File: src/sv/caws_pkg.sv
// Shared types and operation codes for the 8-bit ALU with status flags.
package caws_pkg;

  // Operation codes carried by each input beat
  typedef enum logic [4:0] {
    OP_ADC   = 5'd0,
    OP_SBC   = 5'd1,
    OP_AND   = 5'd2,
    OP_ORA   = 5'd3,
    OP_EOR   = 5'd4,
    OP_BIT   = 5'd5,
    OP_CMP   = 5'd6,
    OP_ASL_A = 5'd7,
    OP_LSR_A = 5'd8,
    OP_ROL_A = 5'd9,
    OP_ROR_A = 5'd10,
    OP_ASL_M = 5'd11,
    OP_LSR_M = 5'd12,
    OP_ROL_M = 5'd13,
    OP_ROR_M = 5'd14,
    OP_INC_M = 5'd15,
    OP_DEC_M = 5'd16
  } op_e;

  localparam logic [7:0] SignBit = 8'b1000_0000;
  localparam logic [7:0] OvfBit  = 8'b0100_0000;
  localparam logic [7:0] LowBit  = 8'b0000_0001;

  // Architectural state: accumulator and flags
  typedef struct packed {
    logic [7:0] acc;
    logic       carry;
    logic       zero;
    logic       overflow;
    logic       negative;
  } arch_t;

  // One input beat as held in the input register
  typedef struct packed {
    logic [4:0]  operation;
    logic [7:0]  operand;
    logic [7:0]  compare_register;
    logic [15:0] address;
  } item_t;

  // Memory write-back produced by the execute logic
  typedef struct packed {
    logic       write;
    logic [7:0] data;
  } mem_wb_t;

endpackage

File: src/sv/caws_in_stage.sv
// Input register stage: captures one beat and holds it until it advances.
module caws_in_stage import caws_pkg::*; (
  input  logic  clk_i,
  input  logic  rst_ni,
  input  logic  in_valid_i,
  output logic  in_ready_o,
  input  item_t item_i,
  input  logic  advance_i,
  output logic  valid_o,
  output item_t item_o
);

  logic  valid_q;
  logic  valid_d;
  item_t item_q;

  // Take a new beat when empty or when the held beat moves on this cycle
  assign in_ready_o = !valid_q || advance_i;

  always_comb begin
    valid_d = valid_q;
    if (in_ready_o) begin
      valid_d = in_valid_i;
    end
  end

  always_ff @(posedge clk_i or negedge rst_ni) begin
    if (!rst_ni) begin
      valid_q <= 1'b0;
    end else begin
      valid_q <= valid_d;
    end
  end

  // Payload needs no reset
  always_ff @(posedge clk_i) begin
    if (in_ready_o && in_valid_i) begin
      item_q <= item_i;
    end
  end

  assign valid_o = valid_q;
  assign item_o  = item_q;

endmodule

File: src/sv/caws_exec.sv
// Execute logic: next accumulator, flags and memory write-back for one beat.
module caws_exec import caws_pkg::*; (
  input  item_t   item_i,
  input  arch_t   state_i,
  output arch_t   state_o,
  output mem_wb_t wb_o
);

  op_e        op;
  logic [7:0] addend;
  logic [8:0] sum;
  logic [8:0] diff;
  logic [7:0] shift_src;
  logic [7:0] shift_res;
  logic       shift_out;
  logic [7:0] res;

  assign op = op_e'(item_i.operation);

  // Shared adder for ADC and SBC: SBC adds the inverted operand
  assign addend = (op == OP_SBC) ? ~item_i.operand : item_i.operand;
  assign sum    = {1'b0, state_i.acc} + {1'b0, addend} + {8'd0, state_i.carry};

  // Compare: register minus operand, carry out means no borrow
  assign diff = {1'b0, item_i.compare_register} + {1'b0, ~item_i.operand} + 9'd1;

  // Shift and rotate unit, fed from the accumulator or the fetched byte
  assign shift_src = ((op == OP_ASL_A) || (op == OP_LSR_A) || (op == OP_ROL_A) ||
                      (op == OP_ROR_A)) ? state_i.acc : item_i.operand;

  always_comb begin
    shift_res = shift_src;
    shift_out = state_i.carry;
    case (op)
      OP_ASL_A, OP_ASL_M: begin
        shift_res = {shift_src[6:0], 1'b0};
        shift_out = |(shift_src & SignBit);
      end
      OP_LSR_A, OP_LSR_M: begin
        shift_res = {1'b0, shift_src[7:1]};
        shift_out = |(shift_src & LowBit);
      end
      OP_ROL_A, OP_ROL_M: begin
        shift_res = {shift_src[6:0], state_i.carry};
        shift_out = |(shift_src & SignBit);
      end
      OP_ROR_A, OP_ROR_M: begin
        shift_res = {state_i.carry, shift_src[7:1]};
        shift_out = |(shift_src & LowBit);
      end
      default: begin
        shift_res = shift_src;
        shift_out = state_i.carry;
      end
    endcase
  end

  // Select the result and update state per operation
  always_comb begin
    state_o = state_i;
    wb_o    = '0;
    res     = state_i.acc;
    unique case (op)
      OP_ADC, OP_SBC: begin
        res              = sum[7:0];
        state_o.acc      = res;
        state_o.carry    = sum[8];
        state_o.overflow = |(~(state_i.acc ^ addend) & (state_i.acc ^ res) & SignBit);
        state_o.zero     = (res == 8'd0);
        state_o.negative = |(res & SignBit);
      end
      OP_AND, OP_ORA, OP_EOR: begin
        if (op == OP_AND) begin
          res = state_i.acc & item_i.operand;
        end else if (op == OP_ORA) begin
          res = state_i.acc | item_i.operand;
        end else begin
          res = state_i.acc ^ item_i.operand;
        end
        state_o.acc      = res;
        state_o.zero     = (res == 8'd0);
        state_o.negative = |(res & SignBit);
      end
      OP_BIT: begin
        state_o.zero     = ((state_i.acc & item_i.operand) == 8'd0);
        state_o.overflow = |(item_i.operand & OvfBit);
        state_o.negative = |(item_i.operand & SignBit);
      end
      OP_CMP: begin
        state_o.carry    = diff[8];
        state_o.zero     = (item_i.compare_register == item_i.operand);
        state_o.negative = diff[7];
      end
      OP_ASL_A, OP_LSR_A, OP_ROL_A, OP_ROR_A: begin
        state_o.acc      = shift_res;
        state_o.carry    = shift_out;
        state_o.zero     = (shift_res == 8'd0);
        state_o.negative = |(shift_res & SignBit);
      end
      OP_ASL_M, OP_LSR_M, OP_ROL_M, OP_ROR_M: begin
        wb_o.write       = 1'b1;
        wb_o.data        = shift_res;
        state_o.carry    = shift_out;
        state_o.zero     = (shift_res == 8'd0);
        state_o.negative = |(shift_res & SignBit);
      end
      OP_INC_M, OP_DEC_M: begin
        if (op == OP_INC_M) begin
          res = item_i.operand + 8'd1;
        end else begin
          res = item_i.operand - 8'd1;
        end
        wb_o.write       = 1'b1;
        wb_o.data        = res;
        state_o.zero     = (res == 8'd0);
        state_o.negative = |(res & SignBit);
      end
      default: begin
        // Unknown code: keep state, report it unchanged
        state_o = state_i;
      end
    endcase
  end

endmodule

File: src/sv/cpu_alu_with_status_flags.sv
// Pipeline: an input beat passes the input register, then the result register.
// Throughput: one beat per cycle while results are taken; accumulator and carry feed back
// through the execute logic between the input register and the architectural state.
// A result waiting on the output stalls a held beat; an empty input register still fills.
// Reset: rst_ni (async, active low) clears the accumulator, all flags and both valids.
module cpu_alu_with_status_flags import caws_pkg::*; (
  input  logic        clk_i,
  input  logic        rst_ni,
  input  logic        in_valid_i,
  output logic        in_ready_o,
  input  logic [4:0]  operation_i,
  input  logic [7:0]  operand_i,
  input  logic [7:0]  compare_register_i,
  input  logic [15:0] address_i,
  output logic        out_valid_o,
  input  logic        out_ready_i,
  output logic [7:0]  accumulator_out_o,
  output logic        memory_write_o,
  output logic [7:0]  memory_data_o,
  output logic [15:0] memory_address_o,
  output logic        carry_flag_o,
  output logic        zero_flag_o,
  output logic        overflow_flag_o,
  output logic        negative_flag_o
);

  item_t   item_in;
  item_t   item_s1;
  logic    valid_s1;
  logic    advance;
  arch_t   state_q;
  arch_t   state_d;
  mem_wb_t wb;
  logic    out_valid_q;
  logic    out_valid_d;
  arch_t   out_state_q;
  mem_wb_t out_wb_q;
  logic [15:0] out_addr_q;

  assign item_in = '{operation: operation_i, operand: operand_i,
                     compare_register: compare_register_i, address: address_i};

  // Held beat moves to the result register when that register is free or draining
  assign advance = valid_s1 && (!out_valid_q || out_ready_i);

  caws_in_stage u_in_stage (
    .clk_i      (clk_i),
    .rst_ni     (rst_ni),
    .in_valid_i (in_valid_i),
    .in_ready_o (in_ready_o),
    .item_i     (item_in),
    .advance_i  (advance),
    .valid_o    (valid_s1),
    .item_o     (item_s1)
  );

  caws_exec u_exec (
    .item_i  (item_s1),
    .state_i (state_q),
    .state_o (state_d),
    .wb_o    (wb)
  );

  // Commit accumulator and flags as each beat advances
  always_ff @(posedge clk_i or negedge rst_ni) begin
    if (!rst_ni) begin
      state_q <= '0;
    end else if (advance) begin
      state_q <= state_d;
    end
  end

  // Result valid: set on advance, drop once taken
  always_comb begin
    out_valid_d = out_valid_q;
    if (advance) begin
      out_valid_d = 1'b1;
    end else if (out_ready_i) begin
      out_valid_d = 1'b0;
    end
  end

  always_ff @(posedge clk_i or negedge rst_ni) begin
    if (!rst_ni) begin
      out_valid_q <= 1'b0;
    end else begin
      out_valid_q <= out_valid_d;
    end
  end

  // Result payload
  always_ff @(posedge clk_i) begin
    if (advance) begin
      out_state_q <= state_d;
      out_wb_q    <= wb;
      out_addr_q  <= wb.write ? item_s1.address : 16'd0;
    end
  end

  assign out_valid_o       = out_valid_q;
  assign accumulator_out_o = out_state_q.acc;
  assign memory_write_o    = out_wb_q.write;
  assign memory_data_o     = out_wb_q.data;
  assign memory_address_o  = out_addr_q;
  assign carry_flag_o      = out_state_q.carry;
  assign zero_flag_o       = out_state_q.zero;
  assign overflow_flag_o   = out_state_q.overflow;
  assign negative_flag_o   = out_state_q.negative;

endmodule
File: config.mk
export PLATFORM = sky130hd
export DESIGN_NAME = cpu_alu_with_status_flags
export DESIGN_NICKNAME = d
export VERILOG_FILES = /design/src/sv/caws_pkg.sv /design/src/sv/caws_in_stage.sv /design/src/sv/caws_exec.sv /design/src/sv/cpu_alu_with_status_flags.sv
export SDC_FILE = /design/constraint.sdc
export NUM_CORES = 1
export LEC_CHECK = 0
export BUFFER_PORTS_ARGS = -buffer_cell sky130_fd_sc_hd__buf_4
export CAP_MARGIN = 15
export CORE_AREA = 10 10 114 116
export DETAILED_ROUTE_END_ITERATION = 12
export DIE_AREA = 0 0 124 126
export PLACE_DENSITY = 0.7
export SYNTH_ARGS = -nofsm -noshare
export SYNTH_HDL_FRONTEND = slang
export SYNTH_SLANG_ARGS = --single-unit
File: constraint.sdc
create_clock -name clk_i -period 5.17 [get_ports clk_i]
set_input_delay 0.7755 -clock clk_i [delete_from_list [all_inputs] [get_ports clk_i]]
set_output_delay 0.7755 -clock clk_i [all_outputs]
set_load 0.01 [all_outputs]
==> results of run 1 <==
## worst max-delay path by stage
| stage | startpoint | end | slack [ps] | depth (start not counted) |
|---|---|---|---|---|
| detailed placement | u_in_stage.item_o[33] | state_q[3] | 1180 | 15 |
| global placement | u_in_stage.item_o[33] | state_q[3] | 1250 | 15 |
| global route | u_in_stage.item_o[33] | state_q[3] | 780 | 15 |
| finish | u_in_stage.item_o[33] | state_q[3] | 1060 | 15 |
| floorplan | u_in_stage.item_o[33] | state_q[3] | 1310 | 14 |
| CTS | u_in_stage.item_o[33] | state_q[3] | 1100 | 15 |
## registers in the layout, indices dropped and copies added, names as in the netlist
name / count
state_q: 12
accumulator_out_o: 8
memory_data_o: 8
negative_flag_o: 1
overflow_flag_o: 1
zero_flag_o: 1
u_in_stage.valid_o: 1
carry_flag_o: 1
u_in_stage.item_o: 37
memory_address_o: 16
memory_write_o: 1
out_valid_o: 1
## Yosys cell counts (2+ instances only)
cell	count
mux2i_1	4
a21o_1	4
nor3_1	18
or3_1	4
o211ai_1	6
buf_1	2
o221ai_1	2
o21ai_1	6
nor4_1	4
ha_1	38
a221oi_2	2
a21oi_1	34
o22a_1	3
a21oi_2	3
inv_1	23
a31oi_1	2
nor2_1	25
nand3_1	5
edfxtp_1	74
o21a_1	3
mux2_2	9
nand4b_1	2
fa_1	3
o22ai_1	18
nor2b_1	5
buf_6	2
nand2_1	24
a211oi_1	11
or4_1	3
o221ai_2	2
buf_2	7
o21ai_0	11
and2_1	17
xor2_1	7
nand2b_1	14
a21boi_0	3
dfrtp_1	14
xnor2_1	15
clkbuf_1	4
nand4_1	4
## layout make-up
class	count	area share, %
multi-input cells	340	40.5
repair buffers	84	10.2
inverters	25	1.52
flip-flops and latches	88	41.7
clock buffers	9	2.01
clock inverters	7	1.18
well taps	140	2.84
## cell families (layout without fill, tap and decap cells)
kind of cell | after synthesis | after routing
fa+ha+maj | 41 | 41
simple gates | 138 | 138
flops | 88 | 88
buf+inv | 41 | 125
compound gates | 125 | 125
mux | 14 | 14
xor+xnor | 22 | 22
## report_power, final
group	leakage, nW	total [mW]	switching [mW]	internal [mW]
combinational	1.49	0.717	0.408	0.308
clock	0.0970	0.476	0.286	0.190
sequential	0.890	0.979	0.101	0.878
## worst reg2reg max path: cells and delay by family (launching register included)
| kind | cells | cell delay (ps) |
|---|---|---|
| flip-flops | 1 | 630 |
| adder cells (fa/ha/maj) | 2 | 900 |
| multiplexers | 1 | 280 |
| XOR/XNOR | 1 | 150 |
| buffers and inverters | 2 | 420 |
| AO/OA/AOI/OAI | 6 | 960 |
| AND/OR/NAND/NOR | 3 | 650 |
## metal layers
layer / global-route usage [%] / vias up / wire length (µm)
met5: 0 / - / 0
met4: 6.71 / 0 / 340
met3: 5.81 / 26 / 1100
met2: 29.9 / 146 / 7080
met1: 22.6 / 1938 / 5930
li1: - / 1928 / -
## metrics by stage
| step | worst slack [ps] | instances | power (mW) | util, % | cell area [µm²] |
|---|---|---|---|---|---|
| floorplan | 1310 | 469 | 1.44 | - | 5250 |
| global placement | 1250 | 677 | 1.69 | 55.8 | 5970 |
| detailed placement | 1180 | 677 | 1.70 | 55.8 | 5970 |
| CTS | 1100 | 693 | 2.18 | 57.6 | 6160 |
| global route | 776 | 693 | 2.30 | 57.6 | 6160 |
| finish | 1060 | 693 | 2.17 | 57.6 | 6160 |
==> impl.org, run 1 <==
** Die
- Number of primary I/O pins :: 80
- Measured along the y axis, the die boundary spans 126 µm.
- Number of core rows :: 38
- Once the floorplan was initialized, standard cells occupied 49.1% of the core.
- The die is 124 µm wide.
- The floorplan step defined a die boundary enclosing 15,600 µm².
- The core region is 10,700 µm².

** Finish
- Of the cells placed in the final design, the portion with a size suffix greater than 1 is a little under a quarter.
- Most frequent cells in the layout :: buf_4, edfxtp_1, ha_1
- Leaving out fill and tap cells, the most frequent cell in the layout is buf_4.
- Summing all flip-flop and latch instances after layout gives 2570 µm².
- Compared with the post-synthesis result, the final layout area differs by 17.4%.
- Area used by multi-input combinational logic :: 2500 µm²
- After the last flow step, the layout net total stands at 630.
- Fill count :: 928
- The number of antenna diodes in the final layout is 0.

** Worst setup path
- Worst flop-to-flop path endpoint :: state_q[3]
- The largest single stage delay on the critical path is 630 ps.
- Worst R2R Start :: u_in_stage.item_o[33]
- The worst setup path is of the flop to flop kind.
- Buffers plus inverters on the worst setup path :: 2
- The largest individual stage delay along the critical path comes from the cell edfxtp_1.
- Largest delay contributor family on the critical path :: compound AO/OA/AOI/OAI gates
- Crit path max fanout :: 16
- Logic depth of the worst register-to-register path :: 15
- Setup slack of the most critical reg-to-reg path :: 1060 ps
- For the worst setup path, the data required time is 5430 ps.
- The worst setup path is captured at a flop.
- Chain of cells forming the critical path :: nor4_2 > buf_4 > nand2_1 > buf_4 > xnor2_1 > fa_1 > fa_1 > a211o_1 > o211ai_1 > a21oi_1 > o21ai_0 > a21oi_1 > nor3_1 > o21ai_0 > mux2_2
- For the worst setup path, the data arrival time is around 4400 ps.
- STA classifies the critical path startpoint as a flop.

** Placement
- After legalization and detailed placement, the total HPWL measured ~11 mm.
- Gpl congestion :: 1.05
- Count of buffers from port buffering :: 79

** STA
- Setup repair after global routing left no endpoint under its margin.
- Fmax :: 244 MHz
- Worst-case hold slack :: 231 ps
- The clock arrives with between 15 and 20 ps of skew.
- In this run the tightest slew margin relative to its limit is 40.8%.
- Setup violations remaining at the end of the flow were counted as 0.
- The final critical path takes up around four fifths of the cycle.
- The max-slew violation count came to 0.
- After routing, the total negative slack on setup checks comes to 0 ps.
- Number of hold-slack violations in the final timing report :: 0
- Counting I/O delays and the setup requirement, the final critical path takes 4110 ps.
- Slew at the pin closest to its max-slew limit :: between 800 and 900 ps

** Synth
- Synthesis inferred 88 register bits.
- Synthesis handed over a netlist of 469 instances.
- The synthesized netlist occupies a cell area of 5250 µm².
- Sequential-to-total area share from yosys stat :: 49.0%
- Top-area cell type share of the netlist area :: 42.3%
- Synthesized-area fraction occupied by ao, oa, aoi and oai cells :: 16.2%
- Combinational family with the most area after synthesis :: compound AO/OA/AOI/OAI gates
- Counting flops with a built-in enable in the synthesized netlist gives 74.
- Summing the areas of all and, or, nand and nor instances in the mapped netlist gives 14.5% of the synthesized area.
- Area share of fa/ha/maj cells after synthesis :: 10.2%
- Synth Area in XOR/XNOR :: 3.67%
- Mux cell area share after synthesis :: 2.98%
- Synthesis Warnings :: 0
- Among all flip-flop cells after synthesis, the most frequent one is edfxtp_1.
- Total nets after synthesis :: approximately 550
- The biggest area contributor in the post-synthesis netlist is edfxtp_1.
- Yosys mapped the design onto 72 distinct sky130hd cell types.
- Sorting the synthesized cells by area gives the leading types as edfxtp_1, ha_1, dfrtp_1.
- Syn_area_per_cell :: 11.2 µm²
- Of all flip-flops after synthesis, the portion carrying an async set or reset was 15.9%.

** Route
- In the final routed layout, each cell accounts on average for ~21 µm.
- # DRC :: 0
- Drt pass-1 iters :: 6
- The final route contains 4,038 vias.
- Once detail routing completed, the nets flagged for antenna violations numbered 0.
- In this run, the number of DRC markers left after iteration 0 of detailed routing was 330.
- Vias per cell :: 5.83
- Detailed-route wire length :: 14.4 mm

** Clocking
- After clock tree synthesis, the clock-pin slew on the worst setup and hold paths is 110 ps.
- For this design, the CTS-stage hold fixing added 0 buffers.
- Post-CTS timing repair inserted 0 buffers for setup.
- In this run, CTS created clock tree buffers numbering 9.
- The H-tree was split into 3 levels.
- Buffer depth of the longest clock path :: 2
- Root buf cell :: clkbuf_8
- Gates resized during post-CTS repair numbered 0.
- TritonCTS built the clock tree.
- At the later pin of the worst-skew pair, clock insertion delay measures 370 ps.
- Counting every sink on the clock net gives 88.

** Power
- Leak pwr :: 2.48 nW
- Worst-case vdd ir drop :: 0.000271 V
- Power density cells :: 352 nW/µm²

** Global route
- Via count of the first global-routing pass :: 4,114
- For this run the aggregate overflow at the end of global routing stands at 0.
- The number of antenna violations at the first check in global routing came to 0.
- Overall fraction of global-route tracks in use :: 18.5%
- The first global-routing pass estimated between 20 and 25 mm of wire.
- Entering global routing, the biggest net connects 38 pins.

** Status
- Outcome :: completed

** Hold path
- Class of the tightest hold or removal check :: primary input to asynchronous set/reset pin

** Job
- Max-cap violations in this run came to 0.
Power figures use the tool's default switching activity.
==> run 2, diff against run 1 <==
--- a/config.mk
+++ b/config.mk
@@ -5,12 +5,13 @@
 export SDC_FILE = /design/constraint.sdc
 export NUM_CORES = 1
 export LEC_CHECK = 0
+export ABC_AREA = 1
 export BUFFER_PORTS_ARGS = -buffer_cell sky130_fd_sc_hd__buf_4
 export CAP_MARGIN = 15
-export CORE_AREA = 10 10 114 116
+export CORE_AREA = 10 10 115 117
 export DETAILED_ROUTE_END_ITERATION = 12
-export DIE_AREA = 0 0 124 126
-export PLACE_DENSITY = 0.7
+export DIE_AREA = 0 0 125 127
+export PLACE_DENSITY = 0.73
 export SYNTH_ARGS = -nofsm -noshare
 export SYNTH_HDL_FRONTEND = slang
 export SYNTH_SLANG_ARGS = --single-unit
==> constraint.sdc (replaced) <==
create_clock -name clk_i -period 3.51 [get_ports clk_i]
set_input_delay 0.5265 -clock clk_i [delete_from_list [all_inputs] [get_ports clk_i]]
set_output_delay 0.5265 -clock clk_i [all_outputs]
set_load 0.01 [all_outputs]
==> impl.org, run 2 <==
** Worst setup path
- STA classifies the critical path endpoint as a flop.
- Arrival time reported for the critical path endpoint :: 3560 ps (-810 ps)
- The worst setup path is launched from a flop.
- On the critical path the largest part of the delay comes from simple AND/OR/NAND/NOR gates.
- Crit path max fanout :: 6 (-10)
- The number of buffer and inverter instances along the worst setup path came to 1 (-1).
- The critical path in this run is classified as flop to flop.
- The critical path goes through nor2_1 > nand2_1 > inv_1 > nand2_1 > xor2_1 > fa_1 > fa_1 > or2_2 > nor3_1 > nand3_1 > nor2_1 > nand3_1 > nand3_1 > nor2_1 > nand2_1 > nand3_1 > nand2_1.
- The highest cell delay on the worst timing path came to 470 ps (-160 ps).
- In this run the critical register-to-register path is launched from u_in_stage.item_o[33].
- Required time of the critical path :: 3800 ps (-1630 ps)
- Beginning of the critical path :: u_in_stage.item_o[33]
- Critical Path Slowest Stage Cell :: edfxtp_1

** Finish
- Layout cell share with drive strength beyond 1 :: 18.4% (-4.9 points)
- Area added between synthesis and finish :: 20.3%
- Number of flip-flops under the largest register name :: 37 (unchanged)
- The count of inserted antenna diode cells came to 0 (unchanged).
- Footprint of the flip-flops and latches :: 2570 µm² (unchanged)
- Net count reported at finish :: 762 (+21%)
- Leaving out fill and tap cells, the most frequent cell in the layout is nand2_1.
- The area of the multi-input gates came to 2400 µm² (-3.8%).
- Core Util, Final :: 57.7% (+0.12 points)
- Fill count :: 1,013 (+9.2%)
- Most frequent cells in the layout :: nand2_1, inv_1, buf_4

** STA
- Slew Limit Fails :: 0 (unchanged)
- Slew at the pin closest to its max-slew limit :: 1080 ps (+193 ps)
- Total Neg Setup Slack :: 0 ps (unchanged)
- RSZ-0062 raised after global routing :: no
- The worst hold slack across all endpoints came to 21.5 ps (-209 ps).
- The final count of hold timing violations came to 0 (unchanged).
- The number of endpoints failing setup at the final stage was 0 (unchanged).
- Fin crit share :: 93.2% (+14 points)
- Fmax :: 306 MHz (+26%)
- Clk_skew :: 7.19 ps (-10.3 ps)
- The worst relative slew slack came to 27.8% (-13 points).
- Shortest period the worst path allows :: 3270 ps (-835 ps)
- Worst Setup Slack, final :: 238 ps (-825 ps)

** Synth
- Cell with the most instances after synthesis :: nand2_1
- Count of different cell masters after synthesis :: 48 (-33%)
- The number of instances in the synthesized netlist came to 591 (+26%).
- Total nets after synthesis :: 673 (+22%)
- The synthesized area per cell is 9.04 µm² (-19%).
- The sequential area share after synthesis is 48.2% (-0.84 points).
- The share of flip-flops with an asynchronous set or reset is 15.9% (unchanged).
- Netlist area before placement :: 5340 µm² (+1.7%)
- The fraction of post-synthesis cell area in the top cell type by area came to 41.6% (-0.72 points).
- Biggest area consumer among synthesized cells :: edfxtp_1
- By count the netlist is led by nand2_1, inv_1, edfxtp_1.
- Dominant register cell in the synthesized netlist :: edfxtp_1
- The count of flip-flops with a built-in enable after synthesis came to 74 (unchanged).
- The count of synthesis-stage warnings from yosys is 0 (unchanged).
- Yosys attributes the largest share of cell area to edfxtp_1, ha_1, nand2_1.
- The register bit total from synthesis was 88 (unchanged).

** Die
- Starting density of the core :: 48.0% (-1.1 points)
- Height of the die :: 127 µm (+0.79%)
- Horizontal die dimension :: 125 µm (+0.81%)
- The total core area is 11,100 µm² (+4.0%).
- Number of primary I/O pins :: 80 (unchanged)
- Number of core rows :: 39 (+2.6%)
- The area of the die is 15,900 µm² (+1.6%).

** Route
- The number of iterations in the first detailed-routing pass came to 5 (-1).
- The routed length per instance came to 18.2 µm (-13%).
- Vias per cell :: 5.38 (-7.6%)
- # DRC :: 0 (unchanged)
- The final antenna-violating net count was 0 (unchanged).
- The via count came to 4,458 (+10%).
- The routed wire length was 15.1 mm (+4.3%).
- The detailed router's first-iteration violation count came to 346 (+4.8%).

** Clocking
- TritonCTS sink count :: 88 (unchanged)
- Buffer depth of the longest clock path :: 2 (unchanged)
- Count of hold buffers inserted by post-cts repair :: 0 (unchanged)
- The number of instances resized during post-cts repair came to 0 (unchanged).
- Number of buffers created by CTS :: 9 (unchanged)
- H-tree Lvls :: 3 (unchanged)
- The insertion delay to the later sink of the worst-skew pair is 350 ps (-20 ps).
- Clock tree from TritonCTS :: built
- The root buffer cell chosen for the clock tree is clkbuf_16.
- The number of buffers added for setup after CTS came to 0 (unchanged).
- The clock-pin slew of the registers on the worst-case setup and hold paths was 70 ps (-40 ps).

** Power
- PnR Total Power :: 3.84 mW (+77%)
- Worst-case vdd ir drop :: 0.000317 V (+17%)
- The reported leakage power was 3.00 nW (+21%).
- The power per cell area came to 598 nW/µm² (+70%).

** Global route
- Overall fraction of global-route tracks in use :: 18.4% (-0.099 points)
- GRT overflow :: 0 (unchanged)
- Antenna violations before repair :: 0 (unchanged)
- The pin count of the biggest net entering global routing came to 58 (+53%).
- The number of global-route vias before repair came to 4,265 (+3.7%).
- Global-route wire length before repair :: 23.2 mm (+3.9%)

** Placement
- The final estimated routing congestion in global placement was 0.954 (-8.9%).
- The half-perimeter wire length after placement came to 12.0 mm (+7.1%).
- Count of buffers from port buffering :: 79 (unchanged)
- Worst slack, placed :: 288 ps (-888 ps)

** Hold path
- Class of the tightest hold or removal check :: primary input to asynchronous set/reset pin

** Status
- The flow ran to the end, and the final reports show no timing, DRC or antenna violations.

** Job
- Total of max-cap violations :: 0 (unchanged)
==> run 2: cells by family after synthesis <==
family | after synthesis | synth area share (%)
DFF | 88 | 48.2
buffers and inverters | 95 | 6.87
xor gates and xnor gates | 19 | 3.12
AOI/OAI and AO/OA | 69 | 7.97
adders and majority gates | 41 | 10.0
and+or+nand+nor | 279 | 23.9
==> run 2: layout make-up <==
class / instances / area share (%)
sequential: 88 / 40.0
multi-input combinational: 408 / 37.4
timing repair buffer: 83 / 9.70
inverter: 90 / 5.26
clock buffer: 10 / 3.72
tap: 143 / 2.78
clock inverter: 6 / 1.13
==> run 2: per-layer routing <==
metal	part of all wire [%]	wire (µm)	GRT usage, %
met5	0	0	0
met4	2.7	404	7.52
met3	5.9	890	3.76
met2	48	7190	30.1
met1	44	6590	23.4
==> run 2: power by group <==
| part | switching [mW] | leakage, nW | total [mW] | internal [mW] |
|---|---|---|---|---|
| clock network | 0.422 | 0.156 | 1.00 | 0.582 |
| registers | 0.149 | 0.903 | 1.50 | 1.35 |
| logic | 0.835 | 1.94 | 1.33 | 0.500 |
| total | 1.41 | 3.00 | 3.84 | 2.43 |
==> run 2: final timing paths <==
check	endpoint	slack [ps]	cells past startpoint
max in group asynchronous	state_q[0]	3300	1
min in group clk_i	u_in_stage.item_o[8]	350	1
setup reg to reg	state_q[2]	240	17
hold reg to reg	state_q[0]	480	2
hold / removal	state_q[9]	20	1
setup / recovery	state_q[2]	240	17
==> run 2: worst register-to-register path, stage by stage, from the launching register on <==
cell and delay [ps]:
edfxtp_1 470, nor2_1 200, nand2_1 90, inv_1 80, nand2_1 90, xor2_1 180
fa_1 440, fa_1 470, or2_2 280, nor3_1 180, nand3_1 100, nor2_1 130
nand3_1 90, nand3_1 100, nor2_1 60, nand2_1 80, nand3_1 70, nand2_1 100
==> run 2: through the flow <==
| step | cells | instance area [µm²] |
|---|---|---|
| final | 828 | 6420 |
| after global routing | 828 | 6420 |
| after CTS | 827 | 6420 |
| after detailed placement | 811 | 6110 |
| after global placement | 811 | 6110 |
| after floorplan | 591 | 5340 |
==> run 3, diff against run 2 <==
--- a/config.mk
+++ b/config.mk
@@ -12,6 +12,7 @@
 export DETAILED_ROUTE_END_ITERATION = 12
 export DIE_AREA = 0 0 125 127
 export PLACE_DENSITY = 0.73
+export RECOVER_POWER = 100
 export SYNTH_ARGS = -nofsm -noshare
 export SYNTH_HDL_FRONTEND = slang
 export SYNTH_SLANG_ARGS = --single-unit
==> impl.org, run 3 (synthesized netlist as in run 2, its figures left out) <==
** Status
- Outcome :: complete, but fails checks
- The checks that failed: capacitance limit, slew limit.

** Finish
- Ant. Diodes :: 0 (unchanged)
- In the layout the commonest cells are nand2_1, inv_1, edfxtp_1.
- Net count reported at finish :: 762 (unchanged)
- Number of flip-flops under the largest register name :: 37 (unchanged)
- The share of the core filled with cells came to 56.0% (-1.7 points).
- Area added between synthesis and finish :: 16.7%
- The fraction of final layout cells sized beyond drive strength 1 came to 11.2% (-7.2 points).
- The post-layout instance count excluding filler cells was 828 (unchanged).
- Most frequent standard cell in the layout excluding fill and tap cells :: nand2_1
- Area of all placed cells without fillers :: 6230 µm² (-3.0%)

** Route
- The routed length per instance came to 18.2 µm (about the same).
- # DRC :: 0 (unchanged)
- The final antenna-violating net count came to 0 (unchanged).
- The number of iterations in the first detailed-routing pass is 5 (unchanged).
- Total number of vias :: 4,480 (+0.49%)
- Detailed-route wire length :: 15.1 mm (about the same)
- The average vias per placed instance was 5.41 (+0.49%).
- DRC marker count from the first detailed-route iteration :: 404 (+17%)

** Power
- Worst-case vdd ir drop :: 0.000317 V (-0.27%)
- Power density cells :: 603 nW/µm² (+0.94%)
- PnR Total Power :: 3.76 mW (-2.1%)
- The reported leakage power was 2.82 nW (-5.9%).

** Clocking
- Post-cts sizing count :: 0 (unchanged)
- Number of buffers created by CTS :: 9 (unchanged)
- The count of H-tree levels built during CTS came to 3 (unchanged).
- The insertion delay to the later sink of the worst-skew pair was 350 ps (about the same).
- Count of hold buffers inserted by post-cts repair :: 0 (unchanged)
- The maximum root-to-sink buffer count came to 2 (unchanged).
- Clock tree from TritonCTS :: built
- The number of clock sinks is 88 (unchanged).
- CTS placed an instance of clkbuf_16 at the clock tree root.
- The clock-pin slew of the registers on the worst-case setup and hold paths came to 70 ps (about the same).
- The number of buffers added for setup after CTS came to 0 (unchanged).

** STA
- Slew Limit Fails :: 38 (+38)
- The final count of hold timing violations was 0 (unchanged).
- The worst hold slack across all endpoints was 253 ps (+232 ps).
- Fmax :: 305 MHz (-0.21%)
- The number of endpoints failing setup at the final stage came to 0 (unchanged).
- Setup repair after global routing left no endpoint under its margin.
- Worst Setup Slack, final :: 231 ps (-6.81 ps)
- Total Neg Setup Slack :: 0 ps (unchanged)
- Fin crit share :: 93.4% (+0.19 points)
- The worst-case clock skew is 7.47 ps (+0.286 ps).
- Slew margin rel. :: -34.8% (-63 points)
- Shortest period the worst path allows :: 3280 ps (+6.81 ps)
- The measured slew at the worst slew-check pin is 2020 ps (+940 ps).

** Worst setup path
- Element type at the critical path start :: flop
- Endpoint class of the critical path :: flop
- The largest fanout on the critical path was 6 (unchanged).
- The arrival time of data at the critical path endpoint came to 3560 ps (about the same).
- Kind of critical path :: flop to flop
- The required arrival time at the worst endpoint was 3800 ps (about the same).
- The depth of the worst register-to-register path came to 17 (unchanged).

** Job
- Total of max-cap violations :: 1 (+1)

** Die
- Starting density of the core :: 48.0% (unchanged)
- Number of primary I/O pins :: 80 (unchanged)
- The height of the die came to 127 µm (unchanged).
- The area of the die was 15,900 µm² (unchanged).
- The total core area came to 11,100 µm² (unchanged).
- The total number of placement rows is 39 (unchanged).
- The chip width came to 125 µm (unchanged).

** Global route
- The global-route total usage across every layer is 18.4% (unchanged).
- Via count of the first global-routing pass :: 4,265 (unchanged)
- Global-route wire length before repair :: 23.2 mm (unchanged)
- GRT overflow :: 0 (unchanged)
- Layer with the highest usage after global routing :: met2
- Global-route met2 utilization :: 30.1% (unchanged)
- Largest net degree at the start of global routing :: 58 (unchanged)
- Met3 Track Usage GR :: 3.76% (unchanged)
- The met1 capacity usage during global routing is 23.4% (unchanged).
- Antenna violations before repair :: 0 (unchanged)

** Placement
- Count of buffers from port buffering :: 79 (unchanged)
- The instance count after placement with tap cells included is 811 (unchanged).
- Post-placement cell area :: 6110 µm² (unchanged)
- The final estimated routing congestion in global placement came to 0.954 (unchanged).
- Worst slack, placed :: 288 ps (unchanged)
- The half-perimeter wire length after placement was 12.0 mm (unchanged).

** Hold path
- Class of the tightest hold or removal check :: primary input to asynchronous set/reset pin
## run 3: final timing paths
check                                 startpoint                    to  slack (ps)
min in group clk_i                  address_i[8]  u_in_stage.item_o[8]         370
min reg2reg                           state_q[2]            state_q[2]         480
max reg2reg                u_in_stage.item_o[33]            state_q[2]         230
min                                       rst_ni            state_q[9]         250
max                        u_in_stage.item_o[33]            state_q[2]         230
max in group asynchronous                 rst_ni            state_q[0]        2730
## run 3: routing by layer
layer	vias up	wire length, µm
met3	26	901
li1	2176	-
met5	-	0
met4	0	384
met1	2111	6660
met2	167	7130
## run 3: critical path, stage by stage (launching register included)
cell,delay (ps)
edfxtp_1,470
nor2_1,200
nand2_1,90
inv_1,80
nand2_1,90
xor2_1,180
fa_1,440
fa_1,470
or2_2,280
nor3_1,180
nand3_1,100
nor2_1,130
nand3_1,100
nand3_1,100
nor2_1,60
nand2_1,80
nand3_1,70
nand2_1,110
## run 3: final cells by class
type	count	area [µm²]
Timing Repair Buffer	83	465
Clock inverter	6	72.6
Tap cell	143	179
Multi-Input combinational cell	408	2370
Inverter	90	338
Fill cell	1065	4890
Clock buffer	10	239
Sequential cell	88	2570
## run 3: report_power, final
part / total (mW) / internal [mW] / switching [mW]
logic: 1.26 / 0.430 / 0.828
registers: 1.50 / 1.35 / 0.146
clock network: 1.00 / 0.582 / 0.420
total: 3.76 / 2.37 / 1.39
